===== config.mk =====
export PLATFORM = sky130hd
export DESIGN_NAME = integer_to_decimal_ascii_flat
export DESIGN_NICKNAME = d
export VERILOG_FILES = /design/src/sv/itod_pkg.sv /design/src/sv/itod_if.sv /design/src/sv/integer_to_decimal_ascii.sv /design/src/sv/itod_ctrl.sv /design/src/sv/itod_dp.sv /design/src/flat_wrapper.sv
export SDC_FILE = /design/constraint.sdc
export NUM_CORES = 1
export LEC_CHECK = 0
export BUFFER_PORTS_ARGS = -buffer_cell sky130_fd_sc_hd__buf_4
export CAP_MARGIN = 30
export CORE_MARGIN = 8
export CORE_UTILIZATION = 50
export CTS_CLUSTER_DIAMETER = 40
export DETAILED_ROUTE_END_ITERATION = 12
export PLACE_DENSITY = 0.72
export SYNTH_ARGS = -nofsm -noshare
export SYNTH_HDL_FRONTEND = slang
export SYNTH_SLANG_ARGS = --single-unit

===== constraint.sdc =====
create_clock -name clock -period 3.9 [get_ports clock]
set_input_delay 0 -clock clock [delete_from_list [all_inputs] [get_ports clock]]
set_output_delay 0 -clock clock [all_outputs]
set_load 0.1 [all_outputs]

===== src/sv/itod_pkg.sv =====
// Package for the integer to decimal ASCII converter.
// Holds sizing constants, character codes and the controller/datapath link types.
// No dependencies.
`default_nettype none
package itod_pkg;

   localparam int VALUE_WIDTH    = 32;
   localparam int VALUE_BITS     = 32;
   localparam int DIGIT_COUNT    = ((VALUE_BITS * 1233) >> 12) + 1;
   localparam int BCD_BITS       = DIGIT_COUNT * 4;
   localparam int BIT_CNT_BITS   = (VALUE_BITS > 1) ? $clog2(VALUE_BITS) : 1;
   localparam int DIGIT_CNT_BITS = $clog2(DIGIT_COUNT + 1);
   localparam int CHAR_BITS      = 8;

   localparam logic [CHAR_BITS-1:0] CHAR_ZERO  = 8'h30;
   localparam logic [CHAR_BITS-1:0] CHAR_MINUS = 8'h2D;

   typedef struct packed {
      logic load;
      logic shift;
      logic trim;
      logic emit_sign;
      logic emit_digit;
   } ctrl_cmd_type;

   typedef struct packed {
      logic bits_last;
      logic top_zero;
      logic digit_one;
      logic negative;
      logic out_free;
   } dp_status_type;

endpackage
`default_nettype wire


===== src/sv/itod_if.sv =====
// Valid/ready channel interfaces for the converter's request and response beats.
// Depends on itod_pkg for field widths.
`default_nettype none
interface itod_req_if;
   logic                               valid;
   logic                               ready;
   logic                               command;
   logic [itod_pkg::VALUE_WIDTH-1:0]   value;

   modport source (output valid, output command, output value, input ready);
   modport sink   (input valid, input command, input value, output ready);
endinterface

interface itod_rsp_if;
   logic                               valid;
   logic                               ready;
   logic [itod_pkg::CHAR_BITS-1:0]     character;
   logic                               last;

   modport source (output valid, output character, output last, input ready);
   modport sink   (input valid, input character, input last, output ready);
endinterface
`default_nettype wire


===== src/sv/integer_to_decimal_ascii.sv =====
// Integer to decimal ASCII converter: one request beat in, one response beat per
// character out, most significant first, last beat flagged. A request is taken
// only when the converter is idle; it is then loaded, shifted through the
// double-dabble registers in the datapath, stripped of leading zero digits (up
// to DIGIT_COUNT-1), and emitted one character at a time (sign, then up to
// DIGIT_COUNT digits), waiting whenever the response side is stalling. Trimmed
// and emitted digits always add up to DIGIT_COUNT. The final character waits in
// the output register while the next request is loaded.
// Depends on itod_pkg, itod_if, itod_ctrl and itod_dp.
`default_nettype none
module integer_to_decimal_ascii (
   input  wire logic     clock,
   input  wire logic     reset,
   itod_req_if.sink      req_ch,
   itod_rsp_if.source    rsp_ch
);

   itod_pkg::ctrl_cmd_type  cmd;
   itod_pkg::dp_status_type status;

   itod_ctrl u_ctrl (
      .clock     (clock),
      .reset     (reset),
      .req_valid (req_ch.valid),
      .req_ready (req_ch.ready),
      .status    (status),
      .cmd       (cmd)
   );

   itod_dp u_dp (
      .clock         (clock),
      .reset         (reset),
      .cmd           (cmd),
      .status        (status),
      .req_command   (req_ch.command),
      .req_value     (req_ch.value),
      .rsp_valid     (rsp_ch.valid),
      .rsp_ready     (rsp_ch.ready),
      .rsp_character (rsp_ch.character),
      .rsp_last      (rsp_ch.last)
   );

endmodule
`default_nettype wire


===== src/sv/itod_ctrl.sv =====
// Sequencer for the converter: load, double-dabble, leading-zero trim, emission.
// Depends on itod_pkg.
`default_nettype none
module itod_ctrl (
   input  wire logic                    clock,
   input  wire logic                    reset,
   input  wire logic                    req_valid,
   output logic                         req_ready,
   input  wire itod_pkg::dp_status_type status,
   output itod_pkg::ctrl_cmd_type       cmd
);

   typedef enum logic [2:0] {
      ST_IDLE,
      ST_CONV,
      ST_TRIM,
      ST_SIGN,
      ST_DIGITS
   } state_type;

   state_type state_ff;
   state_type state_in;

   always_comb begin
      state_in       = state_ff;
      req_ready      = 1'b0;
      cmd            = '0;
      case (state_ff)
         ST_IDLE: begin
            req_ready = 1'b1;
            if (req_valid) begin
               cmd.load = 1'b1;
               state_in = ST_CONV;
            end
         end
         ST_CONV: begin
            cmd.shift = 1'b1;
            if (status.bits_last) begin
               state_in = ST_TRIM;
            end
         end
         ST_TRIM: begin
            if (status.top_zero && !status.digit_one) begin
               cmd.trim = 1'b1;
            end else if (status.negative) begin
               state_in = ST_SIGN;
            end else begin
               state_in = ST_DIGITS;
            end
         end
         ST_SIGN: begin
            if (status.out_free) begin
               cmd.emit_sign = 1'b1;
               state_in      = ST_DIGITS;
            end
         end
         ST_DIGITS: begin
            if (status.out_free) begin
               cmd.emit_digit = 1'b1;
               if (status.digit_one) begin
                  state_in = ST_IDLE;
               end
            end
         end
         default: begin
            state_in = ST_IDLE;
         end
      endcase
   end

   always_ff @(posedge clock) begin
      if (reset) begin
         state_ff <= ST_IDLE;
      end else begin
         state_ff <= state_in;
      end
   end

endmodule
`default_nettype wire


===== src/sv/itod_dp.sv =====
// Datapath: magnitude, binary/BCD shift registers, digit count and output register.
// Depends on itod_pkg.
`default_nettype none
module itod_dp (
   input  wire logic                                clock,
   input  wire logic                                reset,
   input  wire itod_pkg::ctrl_cmd_type              cmd,
   output itod_pkg::dp_status_type                  status,
   input  wire logic                                req_command,
   input  wire logic [itod_pkg::VALUE_WIDTH-1:0]    req_value,
   output logic                                     rsp_valid,
   input  wire logic                                rsp_ready,
   output logic [itod_pkg::CHAR_BITS-1:0]           rsp_character,
   output logic                                     rsp_last
);

   logic [itod_pkg::VALUE_BITS-1:0]     bin_ff, bin_in;
   logic [itod_pkg::BCD_BITS-1:0]       bcd_ff, bcd_in;
   logic [itod_pkg::BCD_BITS-1:0]       bcd_adj;
   logic [itod_pkg::BIT_CNT_BITS-1:0]   bitcnt_ff, bitcnt_in;
   logic [itod_pkg::DIGIT_CNT_BITS-1:0] ndig_ff, ndig_in;
   logic                                neg_ff, neg_in;
   logic                                valid_ff, valid_in;
   logic [itod_pkg::CHAR_BITS-1:0]      char_ff, char_in;
   logic                                last_ff, last_in;
   logic [itod_pkg::VALUE_BITS-1:0]     raw;
   logic [3:0]                          top_digit;
   logic                                digit_one;

   assign raw       = itod_pkg::VALUE_BITS'(req_value);
   assign top_digit = bcd_ff[itod_pkg::BCD_BITS-1 -: 4];
   assign digit_one = (ndig_ff == itod_pkg::DIGIT_CNT_BITS'(1));

   always_comb begin
      for (int i = 0; i < itod_pkg::DIGIT_COUNT; i++) begin
         if (bcd_ff[4*i +: 4] >= 4'd5) begin
            bcd_adj[4*i +: 4] = bcd_ff[4*i +: 4] + 4'd3;
         end else begin
            bcd_adj[4*i +: 4] = bcd_ff[4*i +: 4];
         end
      end
   end

   always_comb begin
      bin_in    = bin_ff;
      bcd_in    = bcd_ff;
      bitcnt_in = bitcnt_ff;
      ndig_in   = ndig_ff;
      neg_in    = neg_ff;
      valid_in  = valid_ff && !rsp_ready;
      char_in   = char_ff;
      last_in   = last_ff;
      if (cmd.load) begin
         neg_in    = req_command && raw[itod_pkg::VALUE_BITS-1];
         bin_in    = neg_in ? (~raw + itod_pkg::VALUE_BITS'(1)) : raw;
         bcd_in    = '0;
         bitcnt_in = '0;
         ndig_in   = itod_pkg::DIGIT_CNT_BITS'(itod_pkg::DIGIT_COUNT);
      end
      if (cmd.shift) begin
         bcd_in    = {bcd_adj[itod_pkg::BCD_BITS-2:0], bin_ff[itod_pkg::VALUE_BITS-1]};
         bin_in    = bin_ff << 1;
         bitcnt_in = bitcnt_ff + itod_pkg::BIT_CNT_BITS'(1);
      end
      if (cmd.trim || cmd.emit_digit) begin
         bcd_in  = bcd_ff << 4;
         ndig_in = ndig_ff - itod_pkg::DIGIT_CNT_BITS'(1);
      end
      if (cmd.emit_sign) begin
         valid_in = 1'b1;
         char_in  = itod_pkg::CHAR_MINUS;
         last_in  = 1'b0;
      end
      if (cmd.emit_digit) begin
         valid_in = 1'b1;
         char_in  = itod_pkg::CHAR_ZERO + {4'b0000, top_digit};
         last_in  = digit_one;
      end
   end

   always_ff @(posedge clock) begin
      if (reset) begin
         valid_ff <= 1'b0;
      end else begin
         valid_ff <= valid_in;
      end
      bin_ff    <= bin_in;
      bcd_ff    <= bcd_in;
      bitcnt_ff <= bitcnt_in;
      ndig_ff   <= ndig_in;
      neg_ff    <= neg_in;
      char_ff   <= char_in;
      last_ff   <= last_in;
   end

   always_comb begin
      status.bits_last = (bitcnt_ff == itod_pkg::BIT_CNT_BITS'(itod_pkg::VALUE_BITS - 1));
      status.top_zero  = (top_digit == 4'd0);
      status.digit_one = digit_one;
      status.negative  = neg_ff;
      status.out_free  = !valid_ff || rsp_ready;
   end

   assign rsp_valid     = valid_ff;
   assign rsp_character = char_ff;
   assign rsp_last      = last_ff;

endmodule
`default_nettype wire

===== src/flat_wrapper.sv =====
// flat-port wrapper written by rule: the top's interface ports become plain ports
module integer_to_decimal_ascii_flat 
  (clock, reset, req_ch_valid, req_ch_command, req_ch_value, req_ch_ready, rsp_ch_valid, rsp_ch_character, rsp_ch_last, rsp_ch_ready);
  itod_req_if req_ch_i ();
  itod_rsp_if rsp_ch_i ();
  input  wire logic clock;
  input  wire logic reset;
  input wire logic [$bits(req_ch_i.valid)-1:0] req_ch_valid;
  input wire logic [$bits(req_ch_i.command)-1:0] req_ch_command;
  input wire logic [$bits(req_ch_i.value)-1:0] req_ch_value;
  output wire logic [$bits(req_ch_i.ready)-1:0] req_ch_ready;
  output wire logic [$bits(rsp_ch_i.valid)-1:0] rsp_ch_valid;
  output wire logic [$bits(rsp_ch_i.character)-1:0] rsp_ch_character;
  output wire logic [$bits(rsp_ch_i.last)-1:0] rsp_ch_last;
  input wire logic [$bits(rsp_ch_i.ready)-1:0] rsp_ch_ready;
  assign req_ch_i.valid = req_ch_valid;
  assign req_ch_i.command = req_ch_command;
  assign req_ch_i.value = req_ch_value;
  assign req_ch_ready = req_ch_i.ready;
  assign rsp_ch_valid = rsp_ch_i.valid;
  assign rsp_ch_character = rsp_ch_i.character;
  assign rsp_ch_last = rsp_ch_i.last;
  assign rsp_ch_i.ready = rsp_ch_ready;
  integer_to_decimal_ascii u_core (.clock(clock), .reset(reset), .req_ch(req_ch_i), .rsp_ch(rsp_ch_i));
endmodule

* Word level (Yosys, flattened, before mapping) *
Cells that the tools add are included.

cells by class
  shift-type cells = 0
  order comparisons = 10
  reduce and logical (&&, ||, !) cells = 15
  divide/modulo/power cells = 0
  multiply operators = 0
  multiplexer cells = 43
  add/sub/neg operators = 14
  equality and inequality tests = 12
  bitwise gates (word level) = 1

operators by type and width
  kind                   number
  $mux 40                3
  $mux 32                3
  $mux 4                 11
  $ge 4x3->1 const B     10
  $add 4x2->4 const B    9
  $add 32x1->32 const B  1
  $not 32->32            1
  $mux 3                 8
  $mux 8                 2
  $pmux 3 s5             1
  $mux 1                 13
  $mux 5                 2
  $add 6x4->7 const A    1
  $eq 3x2->1 const B     2
  $ne 2x1->1 const B     3
  $ne 2x2->1 const B     3
  $reduce_and 6->1       1
  $reduce_bool 2->1      3
  $add 5x1->5 const B    1
  $eq 5x5->1 const B     1
  $eq 4x1->1 const B     1
  $logic_not 4->1        1
  $sub 4x1->4 const B    1
  $add 3x2->3 const B    1
  other kinds (7)        12

word-level totals
  flip-flop bits (word level) = 95
  latch bits = 0
  ROM bits = 0
  memories = 0
  output and inout port bits = 11
  input bits = 37
  bits in writable memories = 0

* Depth between registers and ports, before layout *
  word-level depth = 7
  mapped depth = 9
  depth with buffers taken out = 7

* By module *
A second synthesis with hierarchy kept.

second synthesis, totals
  cell total of the unflattened synthesis = 589
  area, all modules = 5824.3 µm²

by module, submodules not included
  module     cells an instance  instances  area each (µm²)
  itod_dp    556                1          5540.3
  itod_ctrl  33                 1          284.0

* Worst setup path before layout *
Ideal clock, no wire load.

  kind = register to register
  start = register u_core.u_ctrl.state_ff[2]
  end = register u_core.u_dp.bcd_ff[3] (netlist bit)
  clock period less this slack = 4.469 ns
  setup slack = -0.569 ns
  required time = 3.783 ns
  setup time = 0.117 ns
  stages on the path, launching flop included = 8
  path buffers = 2
  arrival = 4.352 ns
  path through = dfxtp_1 clkbuf_1 nor3_1 nand2_1 clkbuf_1 nand4_1 o31ai_1 a32o_1

between the ends
  word-level cells in the longest chain between the ends = 3
  elaborated cells on any way between the ends = 11
  those cells by class = 3 x eq/ne; 5 x mux; 3 x reduce/logical

ends and longest elaborated chain
  element                             line             text
  from (decl)                         itod_ctrl.sv:21  state_type state_ff;
  from (signal assigned)              itod_ctrl.sv:75  state_ff <= state_in;
  $eq 3x1->1 (tied with other cells)  itod_ctrl.sv:28  case (state_ff)
  $mux 1                              itod_ctrl.sv:28
  $mux 40 (tied with other cells)     itod_dp.sv:60    if (cmd.shift) begin
  to (signal assigned)                itod_dp.sv:88    bcd_ff <= bcd_in;
  to (decl)                           itod_dp.sv:18    logic [itod_pkg::BCD_BITS-1:0] bcd_ff, bcd_in;

Several ways; a longest one is shown, not always the timed one.
A chain may end at the register's enable or synchronous reset.

* Worst setup path in the final report *
  start = input port req_ch_value[0]
  end = register u_core.u_dp.bin_ff[29] (netlist bit), data pin

between the ends
  word-level cells in the longest chain between the ends = 5

ends and longest elaborated chain
  element                          line                text
  from (decl)                      flat_wrapper.sv:10  input wire logic [$bits(req_ch_i.value)-1:0] req_ch_value;
  $not 32->32                      itod_dp.sv:55       bin_in = neg_in ? (~raw + itod_pkg::VALUE_BITS'(1)) : raw;
  $add 32x1->32                    itod_dp.sv:55
  $mux 32                          itod_dp.sv:55
  $mux 32                          itod_dp.sv:53       if (cmd.load) begin
  $mux 32                          itod_dp.sv:60
  net u_core.u_dp.bin_in, one bit  itod_dp.sv:17       logic [itod_pkg::VALUE_BITS-1:0] bin_ff, bin_in;
  to (signal assigned)             itod_dp.sv:87       bin_ff <= bin_in;
  to (decl)                        itod_dp.sv:17

The timed path passes the listed nets, and every way through them passes these cells. The select of a mux whose other input is x is not followed.

==> impl_metrics.env <==
export IMPL_status="finished clean"
export IMPL_core_sq_um=10700
export IMPL_layout_nets=673
export IMPL_root_buffer="clkbuf_8"
export IMPL_multi_input_area_sq_um=2570
export IMPL_numCtsBuffers=9
export IMPL_power_mw=4.39
export IMPL_ys_seq_area_frac=0.489
export IMPL_max_freq_ghz=0.394
export IMPL_globalRouteMet1Util=0.181
export IMPL_cpPeakStageDelay_ns=0.83
export IMPL_n_fill_cell=956
export IMPL_dieArea_sq_um=14500
export IMPL_crit_path_top_delay_cell="nor4_1"
export IMPL_synth_top_family_by_area="simple AND/OR/NAND/NOR gates"
export IMPL_ys_ff_latch=92
export IMPL_drive_above_1_share=0.122
export IMPL_antenna_found_initial=0
export IMPL_hpwl_um=7740
export IMPL_grt_first_pass_wirelength_um=18700
export IMPL_r2r_cells=6
export IMPL_tightestPinTransition_ns=1.03
export IMPL_hold_class="input port to register"
export IMPL_required_ns=4.01
export IMPL_grt_busiest_layer="met2"
export IMPL_synthSimpleGateAreaFrac=0.169
export IMPL_crit_chain="dlygate4sd3_1 -> buf_4 -> or4_1 -> nor4_1 -> nand4_1 -> mux2i_1 -> nand2_1"
export IMPL_synth_xor_xnor_area_share=0.0657
export IMPL_cts_tree="yes"
export IMPL_rows=38
export IMPL_clk_path_buf_depth=2
export IMPL_post_cts_buffers=0
export IMPL_netlist_area_sq_um=5470
export IMPL_crit_type="input port to register"
export IMPL_synth_compound_area_share=0.168
export IMPL_post_route_drc_count=0
export IMPL_clock_insertion_delay_worst_skew_ns=0.37
export IMPL_die_x_um=121
export IMPL_rsz0062_at_grt="false"
export IMPL_register_area_sq_um=2670
export IMPL_cts_repair_resized=0
export IMPL_pin_count=48
export IMPL_met3_usage=0.0294
export IMPL_port_buffers=44
export IMPL_tritoncts_num_sinks=92
export IMPL_async_reset_ff_frac=0
export IMPL_drv_slew=0
export IMPL_yosys_warnings=0
export IMPL_die_y_um=121
export IMPL_fin_crit_ns=2.54
export IMPL_vias_per_cell=5.56
export IMPL_hold_viol=0
export IMPL_path_max_fanout=6
export IMPL_irDropWorstVdd_uv=332
export IMPL_n_antenna_cell=0
export IMPL_maxSlewHeadroom=0.304
export IMPL_synthMuxAreaShare=0.00549
export IMPL_tns_ns=0
export IMPL_wl_per_cell_um=14.5
export IMPL_drtIter0Drc=193
export IMPL_met2_usage=0.275
export IMPL_drtAntennaViolNets=0
export IMPL_powerDensity_nw_per_um2=711
export IMPL_max_cap_violations=0
export IMPL_gp_congestion=0.780
export IMPL_routed_wl_um=11000
export IMPL_synth_cell_type_count=45
export IMPL_h_tree_depth=3
export IMPL_grt_start_max_net_pins=47
export IMPL_grt_pass1_vias=4258
export IMPL_area_delta_synth_final_pct=12.9
export IMPL_grt_usage=0.156
export IMPL_synthFlopType="edfxtp_1"
export IMPL_first_pass_iters=4
export IMPL_cts_reportedPaths_clkPinSlew_ns=0.09
export IMPL_postSynthAreaPerCell_sq_um=9.68
export IMPL_skew_ns=0.0164
export IMPL_p_leak_nw=2.28
export IMPL_period_share=0.650
export IMPL_cp_start_kind="input port"
export IMPL_whs_path_depth=3
export IMPL_initial_core_util=0.509
export IMPL_synth_edf_count=83
export IMPL_synth_adder_area_share=0.0595
export IMPL_setup_viol=0
export IMPL_overflow=0
export IMPL_crit_arrival_ns=2.65
export IMPL_hold_buffers=8
export IMPL_vias=4197
export IMPL_endpoint_kind="register"
export IMPL_postSynthCellCount=565
[critical path, delay by kind of cell]
family	cells	cell delay, ns
buffers and inverters	2	0.68
multiplexers	1	0.22
AND/OR/NAND/NOR	4	1.75
[routing by layer]
| metal | share of wire | vias to the layer above |
|---|---|---|
| li1 | - | 2114 |
| met1 | 0.45 | 1971 |
| met2 | 0.49 | 96 |
| met3 | 0.039 | 16 |
| met4 | 0.018 | 0 |
| met5 | 0 | - |
[per-stage QoR]
stage                     setup slack [ns]  hold slack, ns   util  std cells  cell area [sq um]
after floorplan                      0.382          0.0691      -        566               5480
after global placement                1.60           0.194  0.551        731               5930
after detailed placement              1.53           0.203  0.551        731               5930
after CTS                             1.42        0.000608  0.575        755               6170
after global routing                  1.19          0.0301  0.575        755               6170
final                                 1.36          0.0142  0.575        755               6170
[sequential cells by signal, summed over array words and instances (netlist names)]
name and count:
u_core.u_dp.bin_ff 32, u_core.u_dp.rsp_last 1, u_core.u_dp.ndig_ff 4, u_core.u_ctrl.state_ff 3, u_core.u_dp.bcd_ff 40, u_core.u_dp.neg_ff 1, u_core.u_dp.rsp_valid 1, u_core.u_dp.bitcnt_ff 5
u_core.u_dp.rsp_character 5
[cells by family (layout without fill, tap and decap cells)]
| kind of cell | Yosys count | after routing |
|---|---|---|
| compound gates | 159 | 159 |
| xor+xnor | 41 | 41 |
| fa+ha+maj | 26 | 26 |
| buf+inv | 58 | 107 |
| flops | 92 | 92 |
| mux | 3 | 3 |
| other cells | 2 | 3 |
| simple gates | 184 | 184 |
[Yosys cell counts (all sizes together), types with 4 or more instances]
| cell type | count | share of area |
|---|---|---|
| dfxtp | 9 | 0.033 |
| o21ai | 79 | 0.072 |
| xnor2 | 31 | 0.050 |
| nand2b | 14 | 0.016 |
| nor3 | 9 | 0.0082 |
| or4 | 6 | 0.0089 |
| nor2 | 21 | 0.014 |
| a21oi | 44 | 0.040 |
| a22o | 9 | 0.014 |
| buf | 5 | 0.0059 |
| nor4 | 4 | 0.0046 |
| clkbuf | 21 | 0.014 |
| nand2 | 81 | 0.056 |
| ha | 26 | 0.059 |
| a31oi | 10 | 0.011 |
| nand3 | 6 | 0.0055 |
| nand4 | 4 | 0.0046 |
| xor2 | 10 | 0.016 |
| edfxtp | 83 | 0.46 |
| o31ai | 6 | 0.0092 |
| nor3b | 21 | 0.029 |
| or3 | 4 | 0.0046 |
| inv | 32 | 0.022 |
[final timing paths]
path	startpoint	slack, ns	end
setup / recovery	req_ch_value[0]	1.36	u_core.u_dp.bin_ff[29]
hold / removal	req_ch_value[25]	0.01	u_core.u_dp.bin_ff[25]
setup reg to reg	u_core.u_ctrl.state_ff[0]	1.49	u_core.u_dp.bcd_ff[3]
hold reg to reg	u_core.u_dp.bin_ff[31]	0.45	u_core.u_dp.bcd_ff[0]
[report_power, final]
group / leakage, nW / switching [mW] / internal [mW] / total, mW
Clock: 0.0868 / 0.337 / 0.233 / 0.571
Combinational: 1.29 / 1.11 / 0.649 / 1.76
Sequential: 0.904 / 0.323 / 1.74 / 2.06
[layout make-up]
type	count	share of cell area
Sequential cell	92	0.433
Clock inverter	6	0.00649
Timing Repair Buffer	59	0.0750
Clock buffer	10	0.0207
Inverter	32	0.0195
Multi-Input combinational cell	416	0.417
Tap cell	140	0.0284
[cells in the final DEF (no fill, tap or decap), types with 10 or more instances in the layout]
master,netlist,routed
edfxtp_1,83,83
nand2_1,81,81
o21ai_0,66,66
buf_4,3,51
a21oi_1,44,44
inv_1,32,32
xnor2_1,31,31
ha_1,26,26
nor3b_1,21,21
nor2_1,21,20
nand2b_1,14,14
o21ai_1,13,13
a31oi_1,10,10
xor2_1,10,10
(Power assumes the default switching activity.)
